`config.mk`:
```
export PLATFORM = sky130hd
export DESIGN_NAME = soft_viterbi_decoder_unit
export DESIGN_NICKNAME = d
export VERILOG_FILES = /design/src/rtl/svd_pkg.sv /design/src/rtl/svd_ctrl.sv /design/src/rtl/svd_datapath.sv /design/src/rtl/soft_viterbi_decoder_unit.sv
export VERILOG_INCLUDE_DIRS = /design/src /design/src/rtl
export SDC_FILE = /design/constraint.sdc
export NUM_CORES = 2
export LEC_CHECK = 0
export BUFFER_PORTS_ARGS = -buffer_cell sky130_fd_sc_hd__buf_2
export CORE_MARGIN = 10
export CORE_UTILIZATION = 61
export CTS_CLUSTER_DIAMETER = 30
export DETAILED_ROUTE_END_ITERATION = 10
export PLACE_DENSITY_LB_ADDON = 0.08
export SETUP_SLACK_MARGIN = 0.2
export SYNTH_ARGS = -nofsm -noshare
export SYNTH_HDL_FRONTEND = slang
export SYNTH_SLANG_ARGS = --single-unit
```
`constraint.sdc`:
```
create_clock -name clk -period 17.4 [get_ports clk]
set_input_delay 2.61 -clock clk [delete_from_list [all_inputs] [get_ports clk]]
set_output_delay 2.61 -clock clk [all_outputs]
set_load 0.05 [all_outputs]
```
`src/rtl/soft_viterbi_decoder_unit_defines.svh`:
```
// Assertion helpers for the soft Viterbi decoder
`ifndef SOFT_VITERBI_DECODER_UNIT_DEFINES_SVH
`define SOFT_VITERBI_DECODER_UNIT_DEFINES_SVH
// implication checked on every edge out of reset
`define SVD_ASSERT_IMP(label, ante, cons) \
    label: assert property (@(posedge clk) disable iff (!rst_n) (ante) |-> (cons)) \
        else $error("check failed");
// implication checked in the cycle after the antecedent
`define SVD_ASSERT_NEXT(label, ante, cons) \
    label: assert property (@(posedge clk) disable iff (!rst_n) (ante) |=> (cons)) \
        else $error("check failed");
`endif

```
`src/rtl/svd_pkg.sv`:
```
package svd_pkg;
    localparam int RATE        = 4;
    localparam int CONSTR_LEN  = 5;
    localparam int PATH_DEPTH  = 25;
    localparam int NSTATES     = 1 << (CONSTR_LEN - 1);
    localparam int NBFLY       = NSTATES / 2;
    localparam int SW          = $clog2(NSTATES);
    localparam int BW          = (NBFLY > 1) ? $clog2(NBFLY) : 1;
    localparam int PMW         = 24;
    localparam int CW          = 15;
    localparam int BMW         = CW + 2;
    localparam int STW         = $clog2(PATH_DEPTH);
    localparam int PW          = 5;
    localparam int CFG_IDX_W   = 2;
    localparam int SOFT_MAX    = 16383;

    localparam logic [CFG_IDX_W-1:0] REG_POLY_A = 2'd0;
    localparam logic [CFG_IDX_W-1:0] REG_POLY_B = 2'd1;
    localparam logic [CFG_IDX_W-1:0] REG_POLY_C = 2'd2;
    localparam logic [CFG_IDX_W-1:0] REG_POLY_D = 2'd3;

    typedef logic [PW-1:0] poly_t [4];

    // controller to datapath
    typedef struct packed {
        logic          load;      // capture samples, start a step
        logic          clear;     // restart decoder state
        logic          bfly_en;   // run one butterfly
        logic [BW-1:0] bfly_idx;
        logic          commit;    // new metrics and paths become current
        logic          emit;      // capture output bit
    } dp_cmd_t;

    // datapath to controller
    typedef struct packed {
        logic filled;             // step_count reached PATH_DEPTH-1
    } dp_sts_t;

    function automatic logic [CW-1:0] cost_of(input logic signed [15:0] x, input logic one);
        logic signed [16:0] c;
        logic signed [16:0] r;
        c = 17'(x);
        if (c > 17'sd16383) c = 17'sd16383;
        if (c < -17'sd16383) c = -17'sd16383;
        r = one ? (17'sd16383 - c) : (c + 17'sd16383);
        return r[CW-1:0];
    endfunction
endpackage

```
`src/rtl/svd_ctrl.sv`:
```
module svd_ctrl import svd_pkg::*; (
    input  logic    clk,
    input  logic    rst_n,
    input  logic    in_valid,
    output logic    in_ready,
    input  logic    action,
    output logic    out_valid,
    input  logic    out_ready,
    input  dp_sts_t sts,
    output dp_cmd_t cmd
);
    localparam logic [1:0] S_IDLE = 2'd0;
    localparam logic [1:0] S_RUN  = 2'd1;
    localparam logic [1:0] S_FIN  = 2'd2;

    logic [1:0]    state_reg, state_next;
    logic [BW-1:0] idx_reg, idx_next;
    logic          ov_reg, ov_next;
    logic          take;

    // a finished bit may wait while the next step runs; only a full slot stalls FIN
    assign in_ready  = (state_reg == S_IDLE);
    assign out_valid = ov_reg;
    assign take      = in_valid && in_ready;

    always_comb
    begin
        state_next = state_reg;
        idx_next   = idx_reg;
        ov_next    = ov_reg && !out_ready;
        cmd        = '0;
        cmd.bfly_idx = idx_reg;
        unique case (state_reg)
            S_IDLE:
            begin
                if (take)
                begin
                    if (action)
                        cmd.clear = 1'b1;
                    else
                    begin
                        cmd.load   = 1'b1;
                        idx_next   = '0;
                        state_next = S_RUN;
                    end
                end
            end
            S_RUN:
            begin
                cmd.bfly_en = 1'b1;
                idx_next    = idx_reg + 1'b1;
                if (idx_reg == BW'(NBFLY - 1))
                    state_next = S_FIN;
            end
            S_FIN:
            begin
                if (!(sts.filled && ov_next))
                begin
                    cmd.commit = 1'b1;
                    cmd.emit   = sts.filled;
                    if (sts.filled) ov_next = 1'b1;
                    state_next = S_IDLE;
                end
            end
            default: state_next = S_IDLE;
        endcase
    end

    always_ff @(posedge clk or negedge rst_n)
    begin
        if (!rst_n)
        begin
            state_reg <= S_IDLE;
            idx_reg   <= '0;
            ov_reg    <= 1'b0;
        end
        else
        begin
            state_reg <= state_next;
            idx_reg   <= idx_next;
            ov_reg    <= ov_next;
        end
    end
endmodule

```
`src/rtl/svd_datapath.sv`:
```
module svd_datapath import svd_pkg::*; (
    input  logic                clk,
    input  logic                rst_n,
    input  dp_cmd_t             cmd,
    input  poly_t               poly,
    input  logic signed [15:0]  sample_0,
    input  logic signed [15:0]  sample_1,
    input  logic signed [15:0]  sample_2,
    input  logic signed [15:0]  sample_3,
    output dp_sts_t             sts,
    output logic                decoded_bit
);
    logic [CW-1:0]         cost_reg [4][2];
    logic [PMW-1:0]        pm_reg   [NSTATES];
    logic [PMW-1:0]        npm_reg  [NSTATES];
    logic [PATH_DEPTH-1:0] sv_reg   [NSTATES];
    logic [PATH_DEPTH-1:0] nsv_reg  [NSTATES];
    logic [STW-1:0]        step_reg;
    logic [PMW-1:0]        min_reg;
    logic [SW-1:0]         midx_reg;
    logic                  bit_reg;
    logic signed [15:0]    smp [4];

    assign smp[0] = sample_0;
    assign smp[1] = sample_1;
    assign smp[2] = sample_2;
    assign smp[3] = sample_3;
    assign sts.filled  = (step_reg == STW'(PATH_DEPTH - 1));
    assign decoded_bit = bit_reg;

    // one butterfly
    logic [SW-1:0]         ev, od;
    logic [BMW-1:0]        bm [2][2];     // [pred parity][new bit]
    logic [PMW-1:0]        m0 [2], m1 [2], win [2];
    logic                  pick [2];
    logic [PATH_DEPTH-1:0] low_mask;
    logic [PATH_DEPTH-1:0] nsv [2];
    logic [PMW-1:0]        bmin;
    logic [SW-1:0]         bidx;

    always_comb
    begin
        ev = {cmd.bfly_idx, 1'b0};
        od = {cmd.bfly_idx, 1'b1};
        for (int q = 0; q < 2; q++)
            for (int b = 0; b < 2; b++)
            begin
                bm[q][b] = '0;
                for (int p = 0; p < RATE; p++)
                    bm[q][b] = bm[q][b] + BMW'(cost_reg[p][
                        (^(ev & poly[p][SW-1:0])) ^ q[0] ^ b[0]]);
            end
        low_mask = (PATH_DEPTH'(1) << step_reg) - PATH_DEPTH'(1);
        for (int b = 0; b < 2; b++)
        begin
            m0[b]   = pm_reg[ev] + PMW'(bm[0][b]);
            m1[b]   = pm_reg[od] + PMW'(bm[1][b]);
            pick[b] = (m0[b] > m1[b]);
            win[b]  = pick[b] ? m1[b] : m0[b];
            nsv[b]  = ((pick[b] ? sv_reg[od] : sv_reg[ev]) & low_mask)
                      | (PATH_DEPTH'(b) << step_reg);
        end
        // lower half first, so ties keep the lowest index
        bmin = min_reg;
        bidx = midx_reg;
        if (win[0] < bmin || cmd.bfly_idx == '0)
        begin
            bmin = win[0];
            bidx = {1'b0, cmd.bfly_idx};
        end
    end

    // upper-half candidates are checked after all lower ones: hold them aside
    logic [PMW-1:0] hmin_reg;
    logic [SW-1:0]  hidx_reg;
    logic [PMW-1:0] fmin;
    logic [SW-1:0]  fidx;
    always_comb
    begin
        fmin = min_reg;
        fidx = midx_reg;
        if (hmin_reg < min_reg)
        begin
            fmin = hmin_reg;
            fidx = hidx_reg;
        end
    end

    always_ff @(posedge clk)
    begin
        if (cmd.load)
            for (int p = 0; p < 4; p++)
            begin
                cost_reg[p][0] <= cost_of(smp[p], 1'b0);
                cost_reg[p][1] <= cost_of(smp[p], 1'b1);
            end
        if (cmd.bfly_en)
        begin
            npm_reg[ev[SW-1:1]]                 <= win[0];
            npm_reg[{1'b1, cmd.bfly_idx}]       <= win[1];
            nsv_reg[ev[SW-1:1]]                 <= nsv[0];
            nsv_reg[{1'b1, cmd.bfly_idx}]       <= nsv[1];
            min_reg  <= bmin;
            midx_reg <= bidx;
            if (cmd.bfly_idx == '0 || win[1] < hmin_reg)
            begin
                hmin_reg <= win[1];
                hidx_reg <= {1'b1, cmd.bfly_idx};
            end
        end
        if (cmd.emit)
            bit_reg <= nsv_reg[fidx][0];
    end

    always_ff @(posedge clk or negedge rst_n)
    begin
        if (!rst_n)
        begin
            step_reg <= '0;
            for (int s = 0; s < NSTATES; s++)
            begin
                pm_reg[s] <= '0;
                sv_reg[s] <= '0;
            end
        end
        else if (cmd.clear)
        begin
            step_reg <= '0;
            for (int s = 0; s < NSTATES; s++)
            begin
                pm_reg[s] <= '0;
                sv_reg[s] <= '0;
            end
        end
        else if (cmd.commit)
        begin
            for (int s = 0; s < NSTATES; s++)
            begin
                pm_reg[s] <= npm_reg[s] - fmin;
                sv_reg[s] <= sts.filled ? (nsv_reg[s] >> 1) : nsv_reg[s];
            end
            if (!sts.filled)
                step_reg <= step_reg + 1'b1;
        end
    end
endmodule

```
`src/rtl/soft_viterbi_decoder_unit.sv`:
```
// Soft-decision Viterbi decoder, rate 1/RATE, 16 states, register-exchange paths.
// Input channel (in_valid/in_ready): one word per symbol group; action=1 restarts
// (metrics, paths, step count cleared, no output), action=0 decodes the samples.
// Config channel (cfg_valid/cfg_ready, cfg_index, cfg_data): generator taps
// poly_a..poly_d at indices 0..3; write only while idle. Always ready.
// Output channel (out_valid/out_ready): decoded_bit, one word per decode item
// once PATH_DEPTH steps have filled the paths; none during filling.
// Sequence: a decode item is accepted, then its butterflies run on one shared
// butterfly unit, one butterfly a cycle, and then it commits; the bit shows on
// the output the cycle after commit. A restart clears the state as it is accepted.
// Stall: the result sits in an output register; the next item may be accepted and
// processed, and only a commit that emits waits while the previous bit is unread.
// Reset: async active low; taps, metrics, paths and step count clear.
`include "soft_viterbi_decoder_unit_defines.svh"
module soft_viterbi_decoder_unit import svd_pkg::*; (
    input  logic                 clk,
    input  logic                 rst_n,
    input  logic                 in_valid,
    output logic                 in_ready,
    input  logic                 action,
    input  logic signed [15:0]   sample_0,
    input  logic signed [15:0]   sample_1,
    input  logic signed [15:0]   sample_2,
    input  logic signed [15:0]   sample_3,
    output logic                 out_valid,
    input  logic                 out_ready,
    output logic                 decoded_bit,
    input  logic                 cfg_valid,
    output logic                 cfg_ready,
    input  logic [CFG_IDX_W-1:0] cfg_index,
    input  logic [PW-1:0]        cfg_data
);
    poly_t   poly_reg;
    dp_cmd_t cmd;
    dp_sts_t sts;

    assign cfg_ready = 1'b1;

    // tap registers
    always_ff @(posedge clk or negedge rst_n)
    begin
        if (!rst_n)
            for (int p = 0; p < 4; p++) poly_reg[p] <= '0;
        else if (cfg_valid)
        begin
            unique case (cfg_index)
                REG_POLY_A: poly_reg[0] <= cfg_data;
                REG_POLY_B: poly_reg[1] <= cfg_data;
                REG_POLY_C: poly_reg[2] <= cfg_data;
                REG_POLY_D: poly_reg[3] <= cfg_data;
                default: ;
            endcase
        end
    end

    svd_ctrl u_ctrl (
        .clk, .rst_n, .in_valid, .in_ready, .action,
        .out_valid, .out_ready, .sts, .cmd
    );

    svd_datapath u_dp (
        .clk, .rst_n, .cmd, .poly(poly_reg),
        .sample_0, .sample_1, .sample_2, .sample_3,
        .sts, .decoded_bit
    );

    // a commit never overwrites an unread bit
    `SVD_ASSERT_IMP(a_no_overrun, cmd.emit, !(out_valid && !out_ready))
    // emit only on a commit
    `SVD_ASSERT_IMP(a_emit_commit, cmd.emit, cmd.commit)
    // an emit raises out_valid
    `SVD_ASSERT_NEXT(a_emit_valid, cmd.emit, out_valid)
endmodule

```
==> results.txt <==
The register area share after synthesis is 0.495. Hold repair after CTS inserted 0 buffers. For this run the aggregate overflow at the end of global routing stands at 0. The via count of the first global-routing pass is 72,500, and the signed area change from the synthesized netlist to the final layout is 16.8%. Layer with the highest usage after global routing: met2. The H-tree generated during clock tree synthesis spans 5 levels. In this run the post-CTS setup repair buffer count came out at 0. Based on the critical path, the design can be clocked at up to 73.1 MHz.

Dividing the detail-routed wire length by the instance count gives 25.4 um. Among all flip-flop cells after synthesis, the most frequent one is sky130_fd_sc_hd__edfxtp_1. TritonCTS built the clock tree. The die covers 178,000 um^2. Synthesis produced 8,828 cells. When the netlist entered floorplanning its net count stood at 9,589. The number of design-rule violations left by the first detailed-router iteration was 9,157; the flop and latch count out of synthesis was 1,762. Async set-or-reset flop fraction in the synthesized netlist: 0.458.

Top-area cell type share of the netlist area: 0.290. Initial antenna violation count: 11. The clock reaches the later pin of the worst-skew pair after 0.97 ns.

Start point of the critical path: u_ctrl.idx_reg[0]. The length of the first detailed-routing pass in iterations came out at 9. For the worst setup path, the data arrival time is 14.20 ns.

The biggest fanout along the worst timing path came out at 62. The tightest min-delay check is of the flop to flop type. The library cell with the largest summed area after synthesis is sky130_fd_sc_hd__edfxtp_1. For the number of max-cap violations, the log shows 0. Number of vias after detailed routing: 74,800.

The number of hold violations in the final report is 0. The number of instances resized during post-cts repair was 0. Summed over all failing endpoints, the final setup total negative slack is 0 ns.

The antenna violation net count after detailed routing is 0, and the worst path required time is 17.92 ns. The vertical die dimension is 422 um. The tools report the initial core utilization as 0.615.

In the layout the commonest cells are sky130_fd_sc_hd__edfxtp_1 (955), sky130_fd_sc_hd__o21ai_0 (923), sky130_fd_sc_hd__dfrtp_1 (804), sky130_fd_sc_hd__nand3_1 (765), sky130_fd_sc_hd__nand2_1 (685). Kind of critical path: flop to flop. The worst-case clock buffer depth was 4; the cell row count was 147. The Yosys step of the flow raised 0 warnings. The logs give 0.316 for the overall fraction of global-route tracks in use and 291,000 um for the aggregate routed wire length. The worst setup path is launched from a flop. The CTS buffer count was 400; the count of different cell masters after synthesis was 93. After detailed routing, the number of remaining DRC violations is 0.

Final critical path time including I/O delays and setup: 13.68 ns. Met3 demand-to-capacity share in global routing: 0.0601. The first global-routing pass estimated 438,000 um of wire.

The capturing element type of the critical path is a flop. Grouping stages by cell kind, the critical path spends the most delay in compound AO/OA/AOI/OAI gates. The met1 global-route usage was 0.464; the final number of max-transition violations was 0. The commonest non-fill, non-tap cell in the layout is sky130_fd_sc_hd__edfxtp_1. The congestion estimate from routability-driven global placement came to 0.974.

The tools report the number of nets in the layout as 9,749. In this run the standard cell core region covers 161,000 um^2. The total clock sinks came out at 1,762. The top-level port count is 81, and the buffers plus inverters on the worst setup path is 2. The critical path's most frequent cell is sky130_fd_sc_hd__a21oi_1.

On the final layout, the worst clock skew is 0.0714 ns. For the global-route met2 utilization, the log shows 0.472. The launch instance of the worst register-to-register path was u_ctrl.idx_reg[0]. The cell area that synthesis handed to floorplanning was 98,800 um^2. The fraction of layout cells with a size suffix above 1 is 0.131, and the actual slew at the worst max-slew pin is 1.30 ns. In the routed layout, each cell is associated on average with a via count of 6.51. The number of enable-type register cells in the synthesized netlist is 955. For the relative max-transition margin, the log shows 0.109. By area the synthesized netlist is led by sky130_fd_sc_hd__edfxtp_1 (29%), sky130_fd_sc_hd__dfrtp_1 (20%), sky130_fd_sc_hd__ha_1 (7.8%). Detailed-placement wirelength estimate: 197,000 um. The fraction of the cycle the final worst path needs is 0.786, and the synthesized area per cell is 11.2 um^2. The flow ran to the end, and the final reports show no timing, DRC or antenna violations. Setup repair after global routing left no endpoint under its margin. The tools report the setup-violating endpoint count in the final report as 0. During placement, the flow inserted port buffers numbering 77. The root buffer cell chosen for the clock tree is sky130_fd_sc_hd__clkbuf_16. The standard cell with the maximum stage delay on the critical path was sky130_fd_sc_hd__o31a_2.

For this run, the slowest stage of the critical path takes 0.82 ns. The worst hold path begins at u_dp.pm_reg[332]. The die is 422 um wide. The clock slew seen by the registers of the worst setup and hold paths is 0.05 ns. Entering global routing, the biggest net connects 293 pins.
[layer usage]
| layer | vias up | routed length [um] |
|---|---|---|
| met3 | 616 | 27700 |
| met5 | - | 0 |
| met2 | 3586 | 129000 |
| li1 | 33400 | - |
| met4 | 0 | 8930 |
| met1 | 37200 | 126000 |
[area by class of cell]
cell class | instances | area (um^2)
Multi-Input combinational cell | 6386 | 47700
Timing Repair Buffer | 204 | 1440
Sequential cell | 1762 | 48900
Tap cell | 2160 | 2700
Fill cell | 11300 | 45400
Antenna cell | 4 | 10.0
Clock buffer | 517 | 11000
Inverter | 234 | 881
Clock inverter | 213 | 2780
[tightest hold or removal path, stage by stage, from the launching register on]
cell and delay (ns):
sky130_fd_sc_hd__dfrtp_1 0.33, sky130_fd_sc_hd__nand2_1 0.04, sky130_fd_sc_hd__o21ai_0 0.06
[through the flow]
| step | setup slack, ns | cell area (um^2) | util | cells | hold WS (ns) |
|---|---|---|---|---|---|
| floorplan | 4.61 | 98800 | - | 8828 | 0.440 |
| global placement | 4.21 | 102000 | 0.632 | 10700 | 0.455 |
| detailed placement | 3.95 | 102000 | 0.632 | 10700 | 0.466 |
| CTS | 3.87 | 115000 | 0.718 | 11500 | 0.475 |
| global route | 2.93 | 115000 | 0.718 | 11500 | 0.502 |
| finish | 3.72 | 115000 | 0.718 | 11500 | 0.472 |
[synth_stat cells (14+ instances only)]
cell                       count
sky130_fd_sc_hd__edfxtp_1    955
sky130_fd_sc_hd__o21ai_0     925
sky130_fd_sc_hd__dfrtp_1     807
sky130_fd_sc_hd__nand3_1     767
sky130_fd_sc_hd__nand2_1     685
sky130_fd_sc_hd__ha_1        617
sky130_fd_sc_hd__mux2i_1     491
sky130_fd_sc_hd__a21oi_1     387
sky130_fd_sc_hd__nor2_1      374
sky130_fd_sc_hd__clkbuf_1    321
sky130_fd_sc_hd__xnor2_1     267
sky130_fd_sc_hd__inv_1       232
sky130_fd_sc_hd__xor2_1      223
sky130_fd_sc_hd__mux4_2      191
sky130_fd_sc_hd__a21o_1      179
sky130_fd_sc_hd__nor3_1      111
sky130_fd_sc_hd__nand2b_1     86
sky130_fd_sc_hd__mux2_2       72
sky130_fd_sc_hd__buf_1        71
sky130_fd_sc_hd__fa_1         67
sky130_fd_sc_hd__a211oi_1     66
sky130_fd_sc_hd__o21ai_1      66
sky130_fd_sc_hd__a31oi_1      62
sky130_fd_sc_hd__o31ai_1      61
sky130_fd_sc_hd__o21bai_1     57
sky130_fd_sc_hd__nor2b_1      54
sky130_fd_sc_hd__o21a_1       54
sky130_fd_sc_hd__nand4_1      47
sky130_fd_sc_hd__buf_2        43
sky130_fd_sc_hd__and3_1       42
sky130_fd_sc_hd__or3_1        39
sky130_fd_sc_hd__and2_1       33
sky130_fd_sc_hd__a22o_1       28
sky130_fd_sc_hd__a211o_1      25
sky130_fd_sc_hd__or2_2        22
sky130_fd_sc_hd__o211ai_1     20
sky130_fd_sc_hd__nand3b_1     17
sky130_fd_sc_hd__o22ai_1      14
sky130_fd_sc_hd__or4_1        14
[logic make-up (layout without fill, tap and decap cells)]
kind of cell             Yosys count  in the layout  share of synthesized area
AND/OR/NAND/NOR                 2334           2334                      0.111
buffers and inverters            680           1168                     0.0270
adder cells (fa/ha/maj)          684            684                     0.0917
other                              1              5                  0.0000380
flip-flops                      1762           1762                      0.495
AO/OA/AOI/OAI                   2112           2112                      0.128
XOR/XNOR                         490            490                     0.0434
multiplexers                     765            765                      0.104
[worst paths after layout]
kind                                    endpoint  slack [ns]  cells after the start
max in group asynchronous       u_dp.pm_reg[219]       12.44                      4
worst max-delay path             u_dp.min_reg[0]        3.72                     44
worst min register to register  u_dp.pm_reg[332]        0.47                      2
worst max register to register   u_dp.min_reg[0]        3.72                     44
min in group asynchronous       u_dp.sv_reg[305]        1.79                      1
worst min-delay path            u_dp.pm_reg[332]        0.47                      2
Power is left out: the tool's default activity adds up to more than one toggle a clock period on the data nets, which glitch-free logic cannot reach.
